===== src/rtl/core/cst_pkg.sv =====
// Shared constants and codes of the counting semaphore table.
// No dependencies; imported by the channel interfaces, the core and its checker.
package cst_pkg;

	localparam int NUM_SEMS      = 16;
	localparam int WAIT_DEPTH    = 8;
	localparam int PID_BITS      = 16;

	localparam int ID_BITS       = 4;
	localparam int VALUE_BITS    = 32;
	localparam int REPLY_BITS    = 16;
	localparam int PID_PORT_BITS = 16;

	localparam int SEM_W       = (NUM_SEMS > 1) ? $clog2(NUM_SEMS) : 1;
	localparam int SLOT_W      = (WAIT_DEPTH > 1) ? $clog2(WAIT_DEPTH) : 1;
	localparam int FILL_W      = $clog2(WAIT_DEPTH + 1);
	localparam int STORE_DEPTH = NUM_SEMS * WAIT_DEPTH;
	localparam int ADDR_W      = (STORE_DEPTH > 1) ? $clog2(STORE_DEPTH) : 1;

	typedef enum logic [1:0] {
		ACT_OPEN  = 2'd0,
		ACT_WAIT  = 2'd1,
		ACT_POST  = 2'd2,
		ACT_CLOSE = 2'd3
	} cst_action_t;

	typedef enum logic [1:0] {
		ST_OK         = 2'd0,
		ST_NOT_OPEN   = 2'd1,
		ST_QUEUE_FULL = 2'd2
	} cst_status_t;

endpackage


===== src/rtl/core/cst_req_if.sv =====
// Request channel of the counting semaphore table: valid/ready plus request fields.
// Depends on cst_pkg for field widths.
interface cst_req_if import cst_pkg::*; ();
	logic                     valid;
	logic                     ready;
	logic [1:0]               action;
	logic [ID_BITS-1:0]       sem_id;
	logic [VALUE_BITS-1:0]    init_value;
	logic [PID_PORT_BITS-1:0] caller_pid;

	modport source (output valid, action, sem_id, init_value, caller_pid, input ready);
	modport sink   (input valid, action, sem_id, init_value, caller_pid, output ready);
endinterface


===== src/rtl/core/cst_rsp_if.sv =====
// Response channel of the counting semaphore table: valid/ready plus result fields.
// Depends on cst_pkg for field widths.
interface cst_rsp_if import cst_pkg::*; ();
	logic                     valid;
	logic                     ready;
	logic [1:0]               status;
	logic [REPLY_BITS-1:0]    reply_value;
	logic                     caller_blocked;
	logic                     wake_valid;
	logic [PID_PORT_BITS-1:0] wake_pid;

	modport source (output valid, status, reply_value, caller_blocked, wake_valid, wake_pid,
		input ready);
	modport sink   (input valid, status, reply_value, caller_blocked, wake_valid, wake_pid,
		output ready);
endinterface


===== src/rtl/core/counting_semaphore_table_core.sv =====
// Counting semaphore table core: per-entry value, open count and FIFO of blocked pids.
// Depends on cst_pkg, cst_req_if and cst_rsp_if.

// Each request gives one response after it is accepted, and a new
// request is taken every cycle as long as responses are taken. The request
// sits in an input register while the entry state (open flag,
// value, open count, queue head and fill) is read, updated and written back;
// the waiter memory is read alongside it, and its registered read data
// forms the result register together with status, reply and flags. A request
// naming an entry that is not open (other than open) returns status 1. Wait on
// a zero value queues the caller pid (status 2 when the queue is full), post
// hands back the oldest queued pid, and the last close discards the queue.
// No clearing pass is needed after reset.
module counting_semaphore_table_core import cst_pkg::*; (
	input  logic    clk,
	input  logic    arst_n,
	cst_req_if.sink req,
	cst_rsp_if.source rsp
);

	localparam int SUM_W = FILL_W + 1;

	// input register
	logic                  valid_s1;
	cst_action_t           action_s1;
	logic [ID_BITS-1:0]    sem_id_s1;
	logic [VALUE_BITS-1:0] init_value_s1;
	logic [PID_BITS-1:0]   pid_s1;

	// result register
	logic                valid_s2;
	cst_status_t         status_s2;
	logic [REPLY_BITS-1:0] reply_s2;
	logic                blocked_s2;
	logic                wake_s2;
	logic [PID_BITS-1:0] rdata_s2;

	// entry state
	logic [NUM_SEMS-1:0]   entry_open_q;
	logic [VALUE_BITS-1:0] sem_count_q  [NUM_SEMS];
	logic [REPLY_BITS-1:0] open_refs_q  [NUM_SEMS];
	logic [SLOT_W-1:0]     queue_head_q [NUM_SEMS];
	logic [FILL_W-1:0]     queue_fill_q [NUM_SEMS];

	logic [PID_BITS-1:0] waiter_store [STORE_DEPTH];

	logic adv;
	logic in_range;
	logic [SEM_W-1:0] idx;
	logic [ID_BITS+SEM_W-1:0] idx_wide;
	logic [PID_PORT_BITS+PID_BITS-1:0] pid_in_wide;
	logic [PID_BITS+PID_PORT_BITS-1:0] pid_out_wide;

	logic                  cur_open;
	logic [VALUE_BITS-1:0] cur_count;
	logic [REPLY_BITS-1:0] cur_refs;
	logic [SLOT_W-1:0]     cur_head;
	logic [FILL_W-1:0]     cur_fill;

	logic                  nxt_open;
	logic [VALUE_BITS-1:0] nxt_count;
	logic [REPLY_BITS-1:0] nxt_refs;
	logic [SLOT_W-1:0]     nxt_head;
	logic [FILL_W-1:0]     nxt_fill;

	cst_status_t           status_c;
	logic [REPLY_BITS-1:0] reply_c;
	logic                  blocked_c;
	logic                  wake_c;
	logic                  mem_we;

	logic [SUM_W-1:0]  tail_sum;
	logic [SLOT_W-1:0] tail_slot;
	logic [SLOT_W-1:0] head_inc;
	logic [ADDR_W-1:0] mem_addr;

	assign adv       = valid_s1 && (!valid_s2 || rsp.ready);
	assign req.ready = !valid_s1 || adv;

	always_ff @(posedge clk or negedge arst_n) begin
		if (!arst_n) begin
			valid_s1 <= 1'b0;
			valid_s2 <= 1'b0;
		end else begin
			if (req.ready) begin
				valid_s1 <= req.valid;
			end
			if (adv) begin
				valid_s2 <= 1'b1;
			end else if (rsp.ready) begin
				valid_s2 <= 1'b0;
			end
		end
	end

	always_ff @(posedge clk) begin
		if (req.valid && req.ready) begin
			action_s1     <= cst_action_t'(req.action);
			sem_id_s1     <= req.sem_id;
			init_value_s1 <= req.init_value;
			pid_s1        <= pid_in_wide[PID_BITS-1:0];
		end
		if (adv) begin
			status_s2  <= status_c;
			reply_s2   <= reply_c;
			blocked_s2 <= blocked_c;
			wake_s2    <= wake_c;
		end
	end

	assign pid_in_wide = {{PID_PORT_BITS{1'b0}}, req.caller_pid};
	assign idx_wide    = {{SEM_W{1'b0}}, sem_id_s1};
	assign idx         = idx_wide[SEM_W-1:0];
	assign in_range    = int'(sem_id_s1) < NUM_SEMS;

	assign cur_open  = entry_open_q[idx];
	assign cur_count = sem_count_q[idx];
	assign cur_refs  = open_refs_q[idx];
	assign cur_head  = queue_head_q[idx];
	assign cur_fill  = queue_fill_q[idx];

	// tail slot wraps around the ring of each entry
	assign tail_sum  = SUM_W'(cur_head) + SUM_W'(cur_fill);
	assign tail_slot = (tail_sum >= SUM_W'(WAIT_DEPTH)) ?
		SLOT_W'(tail_sum - SUM_W'(WAIT_DEPTH)) : SLOT_W'(tail_sum);
	assign head_inc  = (int'(cur_head) == WAIT_DEPTH - 1) ? '0 : SLOT_W'(cur_head + 1'b1);

	assign mem_addr = ADDR_W'(idx) * ADDR_W'(WAIT_DEPTH) +
		ADDR_W'((action_s1 == ACT_POST) ? cur_head : tail_slot);

	always_comb begin
		nxt_open  = cur_open;
		nxt_count = cur_count;
		nxt_refs  = cur_refs;
		nxt_head  = cur_head;
		nxt_fill  = cur_fill;
		status_c  = ST_OK;
		reply_c   = '0;
		blocked_c = 1'b0;
		wake_c    = 1'b0;
		mem_we    = 1'b0;
		if (!in_range) begin
			status_c = ST_NOT_OPEN;
		end else if (action_s1 == ACT_OPEN) begin
			if (cur_open) begin
				if (cur_refs != '1) begin
					nxt_refs = cur_refs + 1'b1;
				end
			end else begin
				nxt_open  = 1'b1;
				nxt_count = init_value_s1;
				nxt_refs  = REPLY_BITS'(1);
				nxt_head  = '0;
				nxt_fill  = '0;
			end
			reply_c = REPLY_BITS'(sem_id_s1);
		end else if (!cur_open) begin
			status_c = ST_NOT_OPEN;
		end else begin
			case (action_s1)
				ACT_WAIT: begin
					if (cur_count != '0) begin
						nxt_count = cur_count - 1'b1;
					end else if (int'(cur_fill) >= WAIT_DEPTH) begin
						status_c = ST_QUEUE_FULL;
					end else begin
						mem_we    = 1'b1;
						nxt_fill  = cur_fill + 1'b1;
						blocked_c = 1'b1;
					end
				end
				ACT_POST: begin
					if (cur_fill == '0) begin
						if (cur_count != '1) begin
							nxt_count = cur_count + 1'b1;
						end
					end else begin
						nxt_head = head_inc;
						nxt_fill = cur_fill - 1'b1;
						wake_c   = 1'b1;
					end
				end
				ACT_CLOSE: begin
					if (cur_refs > REPLY_BITS'(1)) begin
						nxt_refs = cur_refs - 1'b1;
						reply_c  = cur_refs - 1'b1;
					end else begin
						// last reference: free the entry and drop any waiters
						nxt_refs = '0;
						nxt_open = 1'b0;
						nxt_head = '0;
						nxt_fill = '0;
					end
				end
				default: begin
				end
			endcase
		end
	end

	always_ff @(posedge clk or negedge arst_n) begin
		if (!arst_n) begin
			entry_open_q <= '0;
			for (int i = 0; i < NUM_SEMS; i++) begin
				queue_head_q[i] <= '0;
				queue_fill_q[i] <= '0;
			end
		end else if (adv && in_range) begin
			entry_open_q[idx] <= nxt_open;
			queue_head_q[idx] <= nxt_head;
			queue_fill_q[idx] <= nxt_fill;
		end
	end

	always_ff @(posedge clk) begin
		if (adv && in_range) begin
			sem_count_q[idx] <= nxt_count;
			open_refs_q[idx] <= nxt_refs;
		end
	end

	always_ff @(posedge clk) begin
		if (adv && mem_we) begin
			waiter_store[mem_addr] <= pid_s1;
		end
	end

	always_ff @(posedge clk) begin
		if (adv) begin
			rdata_s2 <= waiter_store[mem_addr];
		end
	end

	assign pid_out_wide = {{PID_PORT_BITS{1'b0}}, rdata_s2};

	assign rsp.valid          = valid_s2;
	assign rsp.status         = status_s2;
	assign rsp.reply_value    = reply_s2;
	assign rsp.caller_blocked = blocked_s2;
	assign rsp.wake_valid     = wake_s2;
	assign rsp.wake_pid       = wake_s2 ? pid_out_wide[PID_PORT_BITS-1:0] : '0;

endmodule


===== src/flat_wrapper.sv =====
// flat-port wrapper written by rule: the top's interface ports become plain ports
module counting_semaphore_table_core_flat import cst_pkg::*;
  (clk, arst_n, req_valid, req_action, req_sem_id, req_init_value, req_caller_pid, req_ready, rsp_valid, rsp_status, rsp_reply_value, rsp_caller_blocked, rsp_wake_valid, rsp_wake_pid, rsp_ready);
  cst_req_if req_i ();
  cst_rsp_if rsp_i ();
  input  logic clk;
  input  logic arst_n;
  input wire logic [$bits(req_i.valid)-1:0] req_valid;
  input wire logic [$bits(req_i.action)-1:0] req_action;
  input wire logic [$bits(req_i.sem_id)-1:0] req_sem_id;
  input wire logic [$bits(req_i.init_value)-1:0] req_init_value;
  input wire logic [$bits(req_i.caller_pid)-1:0] req_caller_pid;
  output wire logic [$bits(req_i.ready)-1:0] req_ready;
  output wire logic [$bits(rsp_i.valid)-1:0] rsp_valid;
  output wire logic [$bits(rsp_i.status)-1:0] rsp_status;
  output wire logic [$bits(rsp_i.reply_value)-1:0] rsp_reply_value;
  output wire logic [$bits(rsp_i.caller_blocked)-1:0] rsp_caller_blocked;
  output wire logic [$bits(rsp_i.wake_valid)-1:0] rsp_wake_valid;
  output wire logic [$bits(rsp_i.wake_pid)-1:0] rsp_wake_pid;
  input wire logic [$bits(rsp_i.ready)-1:0] rsp_ready;
  assign req_i.valid = req_valid;
  assign req_i.action = req_action;
  assign req_i.sem_id = req_sem_id;
  assign req_i.init_value = req_init_value;
  assign req_i.caller_pid = req_caller_pid;
  assign req_ready = req_i.ready;
  assign rsp_valid = rsp_i.valid;
  assign rsp_status = rsp_i.status;
  assign rsp_reply_value = rsp_i.reply_value;
  assign rsp_caller_blocked = rsp_i.caller_blocked;
  assign rsp_wake_valid = rsp_i.wake_valid;
  assign rsp_wake_pid = rsp_i.wake_pid;
  assign rsp_i.ready = rsp_ready;
  counting_semaphore_table_core u_core (.clk(clk), .arst_n(arst_n), .req(req_i), .rsp(rsp_i));
endmodule

===== config.mk =====
export PLATFORM = sky130hd
export DESIGN_NAME = counting_semaphore_table_core_flat
export DESIGN_NICKNAME = d
export VERILOG_FILES = /design/src/rtl/core/cst_pkg.sv /design/src/rtl/core/cst_req_if.sv /design/src/rtl/core/cst_rsp_if.sv /design/src/rtl/core/counting_semaphore_table_core.sv /design/src/flat_wrapper.sv
export SDC_FILE = /design/constraint.sdc
export NUM_CORES = 2
export LEC_CHECK = 0
export BUFFER_PORTS_ARGS = -buffer_cell sky130_fd_sc_hd__buf_2
export CORE_UTILIZATION = 50
export CTS_BUF_LIST = sky130_fd_sc_hd__clkbuf_4 sky130_fd_sc_hd__clkbuf_8
export DETAILED_ROUTE_END_ITERATION = 12
export GPL_TIMING_DRIVEN = 0
export MAX_ROUTING_LAYER = met4
export PLACE_DENSITY_LB_ADDON = 0.05
export SLEW_MARGIN = 20
export SYNTH_ARGS = -nofsm -noshare
export SYNTH_HDL_FRONTEND = slang
export SYNTH_SLANG_ARGS = --single-unit

===== constraint.sdc =====
create_clock -name clk -period 12.95 [get_ports clk]
set_clock_uncertainty 0.15 [all_clocks]
set_input_delay 0.6475 -clock clk [delete_from_list [all_inputs] [get_ports clk]]
set_output_delay 0.6475 -clock clk [all_outputs]
set_load 0.01 [all_outputs]

## Yosys cells after proc, flatten, opt, wreduce, memory -nomap -nowiden

Memory sizes are Yosys's and may differ from the RTL's. A register that Yosys moved wholly into a read port is not among the register bits.
Index checks and enable logic that the tools add are counted.

| storage, ports and cells | value |
|---|---|
| register bits | 204 |
| bits in latches | 0 |
| RAM bits | 2816 |
| bits in read-only memories | 0 |
| memories kept | 3 |

| operators by class | value |
|---|---|
| add/subtract/negate cells | 10 |
| multiply operators | 0 |
| divide/modulo/power cells | 0 |
| $lt $le $gt $ge | 7 |
| eq/ne operators | 6 |
| shift operators | 0 |
| muxes and demuxes | 73 |
| bitwise operators | 5 |
| reductions and logical operators | 16 |

Memory list:

| name | depth | width | rd ports | clocked after Yosys merged registers in | wr ports | line | RTL |
|---|---|---|---|---|---|---|---|
| u_core.waiter_store | 128 | 16 | 1 | 1 | 1 | counting_semaphore_table_core.sv:45 | `logic [PID_BITS-1:0] waiter_store [STORE_DEPTH];` |
| u_core.sem_count_q | 16 | 32 | 1 | 1 | 1 | counting_semaphore_table_core.sv:40 | `logic [VALUE_BITS-1:0] sem_count_q [NUM_SEMS];` |
| u_core.open_refs_q | 16 | 16 | 1 | 1 | 1 | counting_semaphore_table_core.sv:41 | `logic [REPLY_BITS-1:0] open_refs_q [NUM_SEMS];` |

Operator list:

| kind | count |
|---|---|
| $mux W32 | 6 |
| $mux W16 | 7 |
| $bwmux W64 | 1 |
| $pmux W32 S2 | 1 |
| $mux W4 | 15 |
| $bwmux W48 | 1 |
| $mux W3 | 11 |
| $add A32 B1 Y32 const B | 1 |
| $ne A32 B32 Y1 const B | 1 |
| $reduce_bool A32 Y1 | 1 |
| $sub A32 B1 Y32 const B | 1 |
| $mux W1 | 21 |
| $add A16 B1 Y16 const B | 1 |
| $bmux W4 S4 | 1 |
| $bwmux W16 | 1 |
| $demux W4 S4 | 1 |
| $gt A16 B1 Y1 const B | 1 |
| $ne A16 B16 Y1 const B | 1 |
| $sub A16 B1 Y16 const B | 1 |
| $bmux W3 S4 | 1 |
| $demux W3 S4 | 1 |
| $pmux W4 S3 | 1 |
| $add A7 B7 Y7 | 1 |
| $pmux W3 S2 | 1 |
| other kinds (27) | 38 |

## Logic depth before layout (Yosys ltp)

| depth | value |
|---|---|
| depth in word-level cells | 13 |
| gate-level depth with buffers | 23 |
| gate-level depth less buffers | 13 |

## Least setup slack after synthesis

No wires, ideal clock.

| timing path | value |
|---|---|
| path kind | reg-to-reg |
| start | reg u_core.sem_id_s1[0], in the netlist u_core.idx[0] |
| end | mem u_core.waiter_store[16][0] (enable) |
| setup time | 0.388 ns |
| arrival time | 5.666 ns |
| required time | 12.412 ns |
| slack | 6.746 ns |
| cell stages (with the launch flop) | 21 |
| path buffers | 11 |
| path through | edfxtp_1 -> clkbuf_1 -> buf_2 -> buf_2 -> buf_2 -> buf_2 -> buf_2 -> mux2i_1 -> nand2_1 -> nand3_1 -> o21ai_0 -> fa_1 -> nand2_1 -> o211a_1 -> clkbuf_1 -> clkbuf_1 -> buf_1 -> clkbuf_1 -> nand3_1 -> clkbuf_1 -> nor2_1 |

| on the way | value |
|---|---|
| longest elaborated chain between the ends | 13 |

Ends and longest elaborated chain:

| what | line | RTL |
|---|---|---|
| start, declared | counting_semaphore_table_core.sv:26 | `logic [ID_BITS-1:0] sem_id_s1;` |
| start signal, assigned | counting_semaphore_table_core.sv:99 | `sem_id_s1 <= req.sem_id;` |
| branches (longest 13 deep; another with $add A7 B7 Y7) | n/a |  |
| end, declared | counting_semaphore_table_core.sv:45 |  |

Parallel ways; which one is timed is not known. The select of a mux whose other input is x is not followed.

## Worst setup path in the final report

| timing path | value |
|---|---|
| start | reg u_core.sem_id_s1[1], in the netlist u_core.idx[1] |
| end | mem u_core.waiter_store[97][6] (enable) |

The elaborated chain is that of the path after synthesis.

==> impl_metrics.yaml <==
finish:
  final_net_count: 8935
  filler_cell_count: 19100
  layout-area-overhead-vs-synth_pct: 16.5
  drive_above_1_share_pct: 20.2
  most_used_cells_in_the_layout_excluding_fill_and_tap_cells: "2906 x edfxtp_1, 836 x nand2_1, 756 x a21oi_1"
  final_area_mm2: 0.143
  layout.area.seq_mm2: 0.0906
  multi_input_logic_area_mm2: 0.0299
  layoutNonFillerInstCount: 12500
  end_of_flow_core_utilization_pct: 58.6
  layout.cells.most_common: "edfxtp_1"
clock_tree:
  root_buffer: "clkbuf_8"
  numClockSinks: 3040
  cts.reportedPaths.clkPinSlew_ps: 70
  longest_clk_path_bufs: 4
  tritoncts.num_buffers: 531
  htree_num_levels: 6
  tritoncts: "built"
  cts_post_setup_buffers_inserted: 0
  clk-insertion-delay-late_ps: 1070
min_path:
  timing.hold.worst.class: "primary input to flip-flop"
  hold_start: "req_init_value[23]"
drt:
  route.antenna.remaining_nets: 0
  vias_per_cell: 6.37
  first_drt_pass_iteration_count: 9
  post-route-drc-count: 0
  initialDrtViolationCount: 9939
  wirelength_mm: 425
  detailroute.via_count: 79400
  routed_wire_length_per_instance_um: 34.1
worst_setup_path:
  crit_arrival_ps: 11650
  cp_cell_sequence: "clkbuf_1 > clkbuf_1 > clkbuf_1 > clkbuf_1 > buf_2 > nand3_1 > nand2_1 > ha_1 > fa_1 > nand2_1 > o211a_1 > clkbuf_1 > clkbuf_1 > buf_1 > clkbuf_1 > nand3_1 > clkbuf_2 > nor2_2 > buf_6"
  worstPathRequired_ps: 13560
  critical_path_peak_fanout: 11
  rr_startpoint: "u_core.idx[1]"
  setup.worst_path.class: "flip-flop to flip-flop"
  cp_slowest_cell: "clkbuf_1"
  timing.critical_path.to_type: "flip-flop"
  startpoint: "u_core.idx[1]"
  timing.critical_path.slowest_cell_delay_ps: 940
  path_common_cell: "clkbuf_1"
  kind_of_start_point_of_the_critical_path: "flip-flop"
timing:
  fin_tns_setup_ps: 0
  setup_ws_ps: 1910
  final-setup-viol-count: 0
  rsz0062_at_grt: "no"
  finalCritPeriodShare_pct: 85.3
  finalCriticalPeriod_ps: 11040
  worst_slew_pin_slew_ps: 1390
  slew_headroom_pct: 6.73
  max_clock_freq_ghz: 0.0906
  finalHoldViolations: 0
  drv_slew: 0
power_and_ir_drop:
  ir_drop_mv: 0.116
  power_report.internal_total_mw: 17.3
  leakage_nw: 47.6
  power.switching_mw: 8.56
  combinationalPowerShare_pct: 23.8
  cellPowerDensity_mw_per_mm2: 181
  power_switching_share_pct: 33.2
  sequentialPowerShare_pct: 43.6
  power_frac_clock_pct: 32.6
floorplan:
  floorplan.die.width_um: 497
  count_of_standard_cell_rows: 181
  die_area_mm2: 0.247
  dieHeight_um: 497
  floorplan.initialDensity_pct: 50.3
  core_area_mm2: 0.243
  ios: 96
place:
  placement.cell_area_mm2: 0.132
  finalWeightedCongestion: 1.02
  port_buffers: 95
  hpwlAfterDp_mm: 296
  preCtsSetupSlack_ps: 2270
  dp.cells: 11500
logic_synthesis:
  asyncSetResetFlopFracSynth_pct: 4.28
  ys_seq_elements: 3040
  syn-instance-count: 7887
  seq_area_frac_synth_pct: 74.0
  synth_edf_count: 2906
  synth-warning-count: 0
  post_synth_num_cell_types: 85
  yosys_most_used_dff: "edfxtp_1"
  avgSynthCellArea_um2: 15.5
  syn-cell-area_mm2: 0.122
  mappedNetlistNets: 7961
global_routing:
  overflow: 0
  first_global_vias: 77700
  globalRouteTotalUtil_pct: 35.3
  largest_net_degree_at_the_start_of_global_routing: 89
  grt_pass1_wl_mm: 587
  initial_antenna_violation_count: 29
run_status:
  status: "finished, final reports clean"
flow_run:
  cap_violations: 0
-- final cells by class --
cell class,count,share of cell area (%)
Sequential cell,3040,63.5
Multi-Input combinational cell,4208,20.9
Clock buffer,711,6.11
Timing Repair Buffer,441,3.83
Tap cell,3202,2.81
Buffer,589,1.77
Clock inverter,200,0.828
Inverter,50,0.133
Antenna cell,22,0.0386
-- through the flow --
| step | power (mW) | hold WS (ps) |
|---|---|---|
| floorplan | 14.5 | 202 |
| global placement | 17.1 | 307 |
| detailed placement | 17.4 | 311 |
| CTS | 25.7 | 72.5 |
| global route | 26.5 | 108 |
| finish | 25.8 | 149 |
-- final timing paths --
| kind | to | slack [ps] | depth (start not counted) |
|---|---|---|---|
| worst max-delay path | u_core.waiter_store[97][6] | 1910 | 19 |
| min in group asynchronous | u_core.valid_s1 | 520 | 4 |
| worst min-delay path | u_core.init_value_s1[23] | 150 | 2 |
| worst max register to register | u_core.waiter_store[97][6] | 1910 | 19 |
| max in group asynchronous | u_core.queue_head_q[34] | 11630 | 4 |
| worst min register to register | u_core.queue_fill_q[12] | 320 | 2 |
-- repair_timing --
item / 4_1_cts / 5_1_grt
hold buffers: 60 / 0
setup endpoints to repair: 0 / 0
hold endpoints to repair: 194 / 0
resized for setup: 0 / 0
-- synth_stat cells (all sizes together), types with 5 or more instances --
cell type  count  area (µm²)
o41ai         31         272
o32ai         15         131
nor2         346        1300
mux2i        196        1960
or3           12        75.1
buf          155         767
mux4         269        6060
and3         240        1500
a21oi        764        3820
ha            15         188
o21ai        246        1270
a22oi        200        1500
o31ai         22         170
dfrtp        130        3250
clkbuf       434        1630
or4            8        63.8
nor4          39         265
mux2          30         338
o22ai         55         344
nand4         15        93.8
nand2b         5        31.3
nand4b         5        43.8
a221oi       237        2080
o32a          16         160
nor2b          9        56.3
nand2        836        3140
inv           48         180
a31oi         43         275
xor2          10        87.6
a311oi         5        43.8
a2111oi       21         184
o211ai        38         285
o2111ai        7        61.3
and2          35         219
nand3         36         180
or2           10        62.6
a211oi       239        1790
nor3          66         335
xnor2         29         254
o21a           5        37.5
edfxtp      2906       87300
-- power by group through the flow --
stage	combinational [mW]	sequential (mW)	clock (mW)
3_5_place_dp	5.91	11.5	0
5_1_grt	6.29	11.3	8.92
2_1_floorplan	2.98	11.5	0
6_report	6.14	11.3	8.43
4_1_cts	5.95	11.3	8.51
3_3_place_gp	5.50	11.6	0
-- worst max-delay path: cells and delay by family (launching register included) --
kind,cells,cell delay (ps)
and+or+nand+nor,5,2010
AOI/OAI and AO/OA,1,490
DFF,1,320
buffers and inverters,11,7080
adders and majority gates,2,620
-- state kept, by name (all words and copies together) (netlist names), 2 cells and up, named ones only --
name	count
u_core.rdata_s2	16
u_core.queue_fill_q	64
u_core.rsp.status	2
u_core.pid_s1	16
u_core.rsp.reply_value	16
u_core.waiter_store	2048
u_core.queue_head_q	48
u_core.action_s1	2
u_core.entry_open_q	16
u_core.init_value_s1	32
u_core.open_refs_q	256
u_core.sem_count_q	512
u_core.idx	4
-- kinds of logic after synthesis --
group / synth area share, %
AO/OA/AOI/OAI: 10.4
multiplexers: 6.83
XOR/XNOR: 0.279
flip-flops: 74.0
adder cells (fa/ha/maj): 0.170
buffers and inverters: 2.11
AND/OR/NAND/NOR: 6.16
-- layer usage --
layer / global-route usage, % / vias up / share of wire [%]
li1: - / 33300 / -
met1: 44.5 / 40600 / 39
met2: 54.3 / 4417 / 47
met3: 6.46 / 1016 / 8.3
met4: 19.2 / 0 / 6.1
met5: - / - / 0
(Power assumes the default switching activity.)
